<file path="src/hw/rtl/lss_pkg.sv">
package lss_pkg;

   localparam int StackDepth = 16;
   localparam int AddrW      = (StackDepth > 1) ? $clog2(StackDepth) : 1;
   localparam int CntW       = $clog2(StackDepth + 1);
   localparam int WordW      = 32;
   localparam int LenW       = 5;
   localparam int KindW      = 2;
   localparam int StatusW    = 2;

   localparam logic [WordW-1:0] EmptyWord = '1;

   typedef enum logic [KindW-1:0] {
      KIND_PUSH = 2'd0,
      KIND_POP  = 2'd1,
      KIND_PEEK = 2'd2,
      KIND_SORT = 2'd3
   } kind_type;

   typedef enum logic [StatusW-1:0] {
      STATUS_OK    = 2'd0,
      STATUS_EMPTY = 2'd1,
      STATUS_FULL  = 2'd2
   } status_type;

   // datapath operation for the current cycle
   typedef enum logic [3:0] {
      OP_NONE       = 4'd0,
      OP_PUSH       = 4'd1,
      OP_POP        = 4'd2,
      OP_READ_TOP   = 4'd3,
      OP_EMPTY_RSP  = 4'd4,
      OP_DATA_RSP   = 4'd5,
      OP_SORT_INIT  = 4'd6,
      OP_PASS_START = 4'd7,
      OP_LOAD       = 4'd8,
      OP_CMP        = 4'd9,
      OP_PASS_END   = 4'd10
   } dp_op_type;

   typedef struct packed {
      logic empty;
      logic full;
      logic hi_zero;
      logic idx_last;
   } dp_status_type;

endpackage

</file>
<file path="src/hw/rtl/lss_ram.sv">
module lss_ram #(
   parameter int Width = 32,
   parameter int Depth = 16
) (
   input  logic                           clock,
   input  logic                           wr_en,
   input  logic [$clog2(Depth > 1 ? Depth : 2)-1:0] wr_addr,
   input  logic [Width-1:0]               wr_data,
   input  logic [$clog2(Depth > 1 ? Depth : 2)-1:0] rd_addr,
   output logic [Width-1:0]               rd_data
);

   logic [Width-1:0] mem_ff [Depth];
   logic [Width-1:0] rd_data_ff;

   always_ff @(posedge clock) begin
      if (wr_en) begin
         mem_ff[wr_addr] <= wr_data;
      end
      rd_data_ff <= mem_ff[rd_addr];
   end

   assign rd_data = rd_data_ff;

endmodule

</file>
<file path="src/hw/rtl/lss_ctrl.sv">
module lss_ctrl
   import lss_pkg::*;
(
   input  logic                clock,
   input  logic                reset,
   input  logic                start,
   input  logic [KindW-1:0]    req_kind,
   input  dp_status_type       dp_status,
   output logic                busy,
   output dp_op_type           dp_op
);

   typedef enum logic [5:0] {
      ST_IDLE = 6'b000001,
      ST_RD   = 6'b000010,
      ST_PASS = 6'b000100,
      ST_LOAD = 6'b001000,
      ST_CMP  = 6'b010000,
      ST_END  = 6'b100000
   } state_type;

   state_type state_ff, state_in;
   kind_type  kind;

   assign kind = kind_type'(req_kind);
   assign busy = (state_ff != ST_IDLE);

   always_comb begin
      state_in = state_ff;
      dp_op    = OP_NONE;
      case (state_ff)
         ST_IDLE: begin
            if (start) begin
               case (kind)
                  KIND_PUSH: begin
                     dp_op = OP_PUSH;
                  end
                  KIND_POP: begin
                     if (dp_status.empty) begin
                        dp_op = OP_EMPTY_RSP;
                     end else begin
                        dp_op    = OP_POP;
                        state_in = ST_RD;
                     end
                  end
                  KIND_PEEK: begin
                     if (dp_status.empty) begin
                        dp_op = OP_EMPTY_RSP;
                     end else begin
                        dp_op    = OP_READ_TOP;
                        state_in = ST_RD;
                     end
                  end
                  default: begin
                     if (dp_status.empty) begin
                        dp_op = OP_EMPTY_RSP;
                     end else begin
                        dp_op    = OP_SORT_INIT;
                        state_in = ST_PASS;
                     end
                  end
               endcase
            end
         end
         ST_RD: begin
            dp_op    = OP_DATA_RSP;
            state_in = ST_IDLE;
         end
         ST_PASS: begin
            // last pass done: fetch the new top for the result
            if (dp_status.hi_zero) begin
               dp_op    = OP_READ_TOP;
               state_in = ST_RD;
            end else begin
               dp_op    = OP_PASS_START;
               state_in = ST_LOAD;
            end
         end
         ST_LOAD: begin
            dp_op    = OP_LOAD;
            state_in = ST_CMP;
         end
         ST_CMP: begin
            dp_op = OP_CMP;
            if (dp_status.idx_last) begin
               state_in = ST_END;
            end
         end
         ST_END: begin
            dp_op    = OP_PASS_END;
            state_in = ST_PASS;
         end
         default: begin
            state_in = ST_IDLE;
         end
      endcase
   end

   always_ff @(posedge clock) begin
      if (reset) begin
         state_ff <= ST_IDLE;
      end else begin
         state_ff <= state_in;
      end
   end

endmodule

</file>
<file path="src/hw/rtl/lss_datapath.sv">
module lss_datapath
   import lss_pkg::*;
(
   input  logic                clock,
   input  logic                reset,
   input  dp_op_type           dp_op,
   input  logic [WordW-1:0]    req_value,
   output dp_status_type       dp_status,
   output logic                ram_wr_en,
   output logic [AddrW-1:0]    ram_wr_addr,
   output logic [WordW-1:0]    ram_wr_data,
   output logic [AddrW-1:0]    ram_rd_addr,
   input  logic [WordW-1:0]    ram_rd_data,
   output logic                rsp_strobe,
   output logic [WordW-1:0]    rsp_result_value,
   output logic [LenW-1:0]     rsp_length,
   output logic [StatusW-1:0]  rsp_status
);

   logic [CntW-1:0]    count_ff, count_in;
   logic [AddrW-1:0]   hi_ff, hi_in;
   logic [AddrW-1:0]   idx_ff, idx_in;
   logic [WordW-1:0]   carry_ff, carry_in;
   logic               rsp_strobe_ff, rsp_strobe_in;
   logic [WordW-1:0]   rsp_value_ff, rsp_value_in;
   logic [LenW-1:0]    rsp_length_ff, rsp_length_in;
   status_type         rsp_status_ff, rsp_status_in;

   logic               empty;
   logic               full;
   logic [AddrW-1:0]   top_addr;
   logic               data_less;
   logic [WordW-1:0]   larger;
   logic [WordW-1:0]   smaller;

   assign empty    = (count_ff == '0);
   assign full     = (count_ff == CntW'(StackDepth));
   assign top_addr = AddrW'(count_ff - CntW'(1));

   // signed compare of the fetched entry against the running minimum
   assign data_less = ($signed(ram_rd_data) < $signed(carry_ff));
   assign larger    = data_less ? carry_ff : ram_rd_data;
   assign smaller   = data_less ? ram_rd_data : carry_ff;

   assign dp_status.empty    = empty;
   assign dp_status.full     = full;
   assign dp_status.hi_zero  = (hi_ff == '0);
   assign dp_status.idx_last = (idx_ff == hi_ff);

   always_comb begin
      count_in      = count_ff;
      hi_in         = hi_ff;
      idx_in        = idx_ff;
      carry_in      = carry_ff;
      rsp_strobe_in = 1'b0;
      rsp_value_in  = rsp_value_ff;
      rsp_length_in = rsp_length_ff;
      rsp_status_in = rsp_status_ff;
      ram_wr_en     = 1'b0;
      ram_wr_addr   = '0;
      ram_wr_data   = carry_ff;
      ram_rd_addr   = '0;
      case (dp_op)
         OP_PUSH: begin
            rsp_strobe_in = 1'b1;
            rsp_value_in  = '0;
            if (full) begin
               rsp_status_in = STATUS_FULL;
               rsp_length_in = LenW'(count_ff);
            end else begin
               ram_wr_en     = 1'b1;
               ram_wr_addr   = AddrW'(count_ff);
               ram_wr_data   = req_value;
               count_in      = count_ff + CntW'(1);
               rsp_status_in = STATUS_OK;
               rsp_length_in = LenW'(count_ff + CntW'(1));
            end
         end
         OP_POP: begin
            ram_rd_addr = top_addr;
            count_in    = count_ff - CntW'(1);
         end
         OP_READ_TOP: begin
            ram_rd_addr = top_addr;
         end
         OP_EMPTY_RSP: begin
            rsp_strobe_in = 1'b1;
            rsp_value_in  = EmptyWord;
            rsp_length_in = LenW'(count_ff);
            rsp_status_in = STATUS_EMPTY;
         end
         OP_DATA_RSP: begin
            rsp_strobe_in = 1'b1;
            rsp_value_in  = ram_rd_data;
            rsp_length_in = LenW'(count_ff);
            rsp_status_in = STATUS_OK;
         end
         OP_SORT_INIT: begin
            hi_in = top_addr;
         end
         OP_PASS_START: begin
            ram_rd_addr = '0;
            idx_in      = AddrW'(1);
         end
         OP_LOAD: begin
            carry_in    = ram_rd_data;
            ram_rd_addr = idx_ff;
         end
         OP_CMP: begin
            // larger word sinks one place, the minimum rides toward the top
            ram_wr_en   = 1'b1;
            ram_wr_addr = idx_ff - AddrW'(1);
            ram_wr_data = larger;
            carry_in    = smaller;
            idx_in      = idx_ff + AddrW'(1);
            ram_rd_addr = idx_ff + AddrW'(1);
         end
         OP_PASS_END: begin
            ram_wr_en   = 1'b1;
            ram_wr_addr = hi_ff;
            ram_wr_data = carry_ff;
            hi_in       = hi_ff - AddrW'(1);
         end
         default: begin
         end
      endcase
   end

   always_ff @(posedge clock) begin
      if (reset) begin
         count_ff      <= '0;
         rsp_strobe_ff <= 1'b0;
      end else begin
         count_ff      <= count_in;
         rsp_strobe_ff <= rsp_strobe_in;
      end
   end

   always_ff @(posedge clock) begin
      hi_ff         <= hi_in;
      idx_ff        <= idx_in;
      carry_ff      <= carry_in;
      rsp_value_ff  <= rsp_value_in;
      rsp_length_ff <= rsp_length_in;
      rsp_status_ff <= rsp_status_in;
   end

   assign rsp_strobe       = rsp_strobe_ff;
   assign rsp_result_value = rsp_value_ff;
   assign rsp_length       = rsp_length_ff;
   assign rsp_status       = rsp_status_ff;

endmodule

</file>
<file path="src/hw/rtl/lifo_stack_with_sort_core.sv">
// push, and any request on an empty stack: result in the cycle after start, next start at once
// pop and peek: one ram read, busy in the read state, result in the same cycle as busy falls
// sort of n entries: n-1 bubble passes through the ram's single read port and single write port,
// busy until the new top is read back, result in the same cycle as busy falls
// reset clears the length and the control state; stack words stay undefined until pushed
// rsp_strobe is high for one cycle per result; the receiver cannot stall
module lifo_stack_with_sort_core
   import lss_pkg::*;
(
   input  logic                clock,
   input  logic                reset,
   input  logic                start,
   output logic                busy,
   input  logic [KindW-1:0]    req_kind,
   input  logic [WordW-1:0]    req_value,
   output logic                rsp_strobe,
   output logic [WordW-1:0]    rsp_result_value,
   output logic [LenW-1:0]     rsp_length,
   output logic [StatusW-1:0]  rsp_status
);

   dp_op_type      dp_op;
   dp_status_type  dp_status;
   logic           ram_wr_en;
   logic [AddrW-1:0] ram_wr_addr;
   logic [WordW-1:0] ram_wr_data;
   logic [AddrW-1:0] ram_rd_addr;
   logic [WordW-1:0] ram_rd_data;

   lss_ctrl u_ctrl (
      .clock     (clock),
      .reset     (reset),
      .start     (start),
      .req_kind  (req_kind),
      .dp_status (dp_status),
      .busy      (busy),
      .dp_op     (dp_op)
   );

   lss_datapath u_datapath (
      .clock            (clock),
      .reset            (reset),
      .dp_op            (dp_op),
      .req_value        (req_value),
      .dp_status        (dp_status),
      .ram_wr_en        (ram_wr_en),
      .ram_wr_addr      (ram_wr_addr),
      .ram_wr_data      (ram_wr_data),
      .ram_rd_addr      (ram_rd_addr),
      .ram_rd_data      (ram_rd_data),
      .rsp_strobe       (rsp_strobe),
      .rsp_result_value (rsp_result_value),
      .rsp_length       (rsp_length),
      .rsp_status       (rsp_status)
   );

   lss_ram #(
      .Width (WordW),
      .Depth (StackDepth)
   ) u_ram (
      .clock   (clock),
      .wr_en   (ram_wr_en),
      .wr_addr (ram_wr_addr),
      .wr_data (ram_wr_data),
      .rd_addr (ram_rd_addr),
      .rd_data (ram_rd_data)
   );

endmodule

</file>
<file path="config.mk">
export PLATFORM = sky130hd
export DESIGN_NAME = lifo_stack_with_sort_core
export DESIGN_NICKNAME = d
export VERILOG_FILES = /design/src/hw/rtl/lss_pkg.sv /design/src/hw/rtl/lss_ram.sv /design/src/hw/rtl/lss_ctrl.sv /design/src/hw/rtl/lss_datapath.sv /design/src/hw/rtl/lifo_stack_with_sort_core.sv
export SDC_FILE = /design/constraint.sdc
export NUM_CORES = 1
export LEC_CHECK = 0
export ABC_AREA = 1
export BUFFER_PORTS_ARGS = -buffer_cell sky130_fd_sc_hd__clkbuf_2
export CAP_MARGIN = 0
export CELL_PAD_IN_SITES_DETAIL_PLACEMENT = 0
export CELL_PAD_IN_SITES_GLOBAL_PLACEMENT = 2
export CORE_AREA = 3 3 273 275
export DETAILED_ROUTE_END_ITERATION = 8
export DIE_AREA = 0 0 276 278
export HOLD_SLACK_MARGIN = 0.03
export PLACE_DENSITY_LB_ADDON = 0.1
export REMOVE_ABC_BUFFERS = 1
export SLEW_MARGIN = 20
export SYNTH_ARGS = -nofsm -noshare
export SYNTH_HDL_FRONTEND = slang
export SYNTH_HIERARCHICAL = 1
export SYNTH_SLANG_ARGS = --single-unit
</file>
<file path="constraint.sdc">
create_clock -name clock -period 5.9 [get_ports clock]
set_clock_uncertainty 0.1 [all_clocks]
set_input_delay 0.295 -clock clock [delete_from_list [all_inputs] [get_ports clock]]
set_output_delay 0.295 -clock clock [all_outputs]
set_load 0.005 [all_outputs]
</file>
==> qor.yml <==
sta:
  worst_slew_pin_slew_ps: 1120
  drv_slew: 0
  min_period_ps: 4700
  setup_viol: 0
  fin_crit_sh_pct: 79.7
  rsz0062_at_grt: "no"
  hold_viol: 0
  fmax_ghz: 0.213
  tns_ps: 0
  slew_headroom_pct: 25.2
synthesis:
  netlist_instances: 2902
  syn_area_sq_um: 28900
  ys_warn_count: 6
  avgSynthCellArea_sq_um: 9.94
global_routing:
  grt_pass1_vias: 19500
  grt_max_degree: 129
  antenna_found_initial: 2
  grt_pass1_wl_microns: 131000
  grt_overflow: 0
  track_usage_pct: 22.8
clocking:
  cts_setup_buffers: 0
  cts_tree: "built"
  cts_buffer_depth: 3
  cts_hold_buf: 2
  numCtsBuffers: 73
  cts-root-buf: "clkbuf_16"
  cts_max_level: 3
  clkTransAtPathRegs_ps: 60
  cts_resized: 0
  clk-insertion-delay-late_ps: 610
  cts_sinks: 635
setup_path:
  cp.required_ps: 6090
  crit_type: "reg2reg"
  cp.arrival_ps: 4890
  ff2ff_setup_slack_ps: 1200
  cp-start-kind: "flip-flop"
  path_max_fanout: 36
  setup.worst_path.end_class: "flip-flop"
min_path:
  hold_path_class: "in2reg"
floorplanning:
  dieArea_sq_um: 76700
  fp.dieH_microns: 278
  start_util_pct: 39.8
  coreArea_sq_um: 72600
  num_io_pins: 78
  die_x_microns: 276
  rows: 99
cells_and_area:
  nets: 3045
  area_growth_pct: 12.9
  final_core_util_pct: 44.9
  final_layout_size_suffix_gt1_share_pct: 9.04
power_and_ir_drop:
  cellPowerDensity_nw_per_um2: 430
  power_leakage_nw: 13.9
  peakVddDrop_mv: 0.288
status:
  outcome: "complete, no violations"
route:
  routed_wl_microns: 88100
  routed_via_density: 5.05
  drt-wirelength-per-cell_microns: 22.1
  drcViolationCount: 0
  drt_iter0_markers: 1493
  via_count: 20100
  drt_pass1_iterations: 7
  ant_nets: 0
placement:
  place_congestion: 0.825
  hpwlAfterDp_microns: 53200
  portBuffers: 77
job:
  maxCapViolCount: 0
-- worst max-delay path: stages (launching register included) --
cell and delay [ps]:
edfxtp_1 400, inv_1 190, ha_1 220, inv_1 60, nor3_1 250, nand3b_1 190
nand3_1 130, nor2_1 160, inv_1 110, nor2_4 90, buf_4 450, nand2_1 140
o221ai_1 400, nand2_1 350, nor2_4 810, buf_4 330
-- final timing paths --
kind,from,endpoint,depth (start not counted)
hold reg to reg,u_ram/rd_data[0],u_datapath/carry_ff[0],0
hold / removal,req_kind[1],u_ctrl/state_ff[1],7
setup / recovery,u_datapath/hi_ff[0],u_ram/mem_ff[14][2],15
setup reg to reg,u_datapath/hi_ff[0],u_ram/mem_ff[14][2],15
-- flip-flops by register name (all words and copies together) (netlist names) --
| register | flops |
|---|---|
| u_ram/mem_ff | 512 |
| u_datapath/carry_ff | 32 |
| u_datapath/rsp_result_value | 32 |
| u_ram/rd_data | 32 |
| u_ctrl/state_ff | 6 |
| u_datapath/count_ff | 5 |
| u_datapath/rsp_length | 5 |
| u_datapath/hi_ff | 4 |
| u_datapath/idx_ff | 4 |
| u_datapath/rsp_status | 2 |
| u_datapath/rsp_strobe | 1 |
-- placed cells by master, fill, tap and decap left out, types with 8 or more instances in the layout --
cell         n
nand2_1    790
clkinv_2    13
edfxtp_1   591
dfxtp_1     44
nand3_1    526
a21oi_1     58
o21ai_0     56
ha_1        41
clkinv_1    12
clkbuf_1    16
buf_4       38
inv_1      532
nor3_1       8
buf_12      13
nor2_1      37
nor2_4      19
clkbuf_16   74
clkbuf_2    77
-- where the power goes --
group / total, mW / leakage, nW / switching (mW) / internal, mW
sequential: 5.85 / 5.72 / 0.262 / 5.59
combinational: 3.82 / 7.06 / 2.78 / 1.04
clock: 4.32 / 1.10 / 1.80 / 2.52
-- metal layers --
layer	track usage [%]	up-vias	wire (microns)
li1	-	9609	-
met1	33.0	9894	41400
met2	36.3	502	40200
met3	3.37	115	4590
met4	5.97	0	1900
met5	0	-	0
-- through the flow --
step | hold WS (ps) | worst slack (ps) | power [mW] | cell area, sq um | std cells
after floorplan | 264 | -10990 | 8.23 | 28000 | 2762
after global placement | 326 | 1370 | 9.79 | 30300 | 3849
after detailed placement | 329 | 1270 | 9.80 | 30300 | 3849
after CTS | 254 | 1240 | 14.2 | 32600 | 3979
after global routing | 341 | 886 | 14.8 | 32600 | 3979
final | 276 | 1200 | 14.0 | 32600 | 3982
-- layout make-up --
type | count | area [sq um]
clock buffer | 94 | 1970
clock inverter | 34 | 284
tap | 959 | 1200
fill | 6995 | 40000
antenna | 3 | 7.51
sequential | 635 | 18600
timing repair buffer | 130 | 951
multi-input combinational | 1587 | 7490
inverter | 540 | 2040
Power figures use the tool's default switching activity.
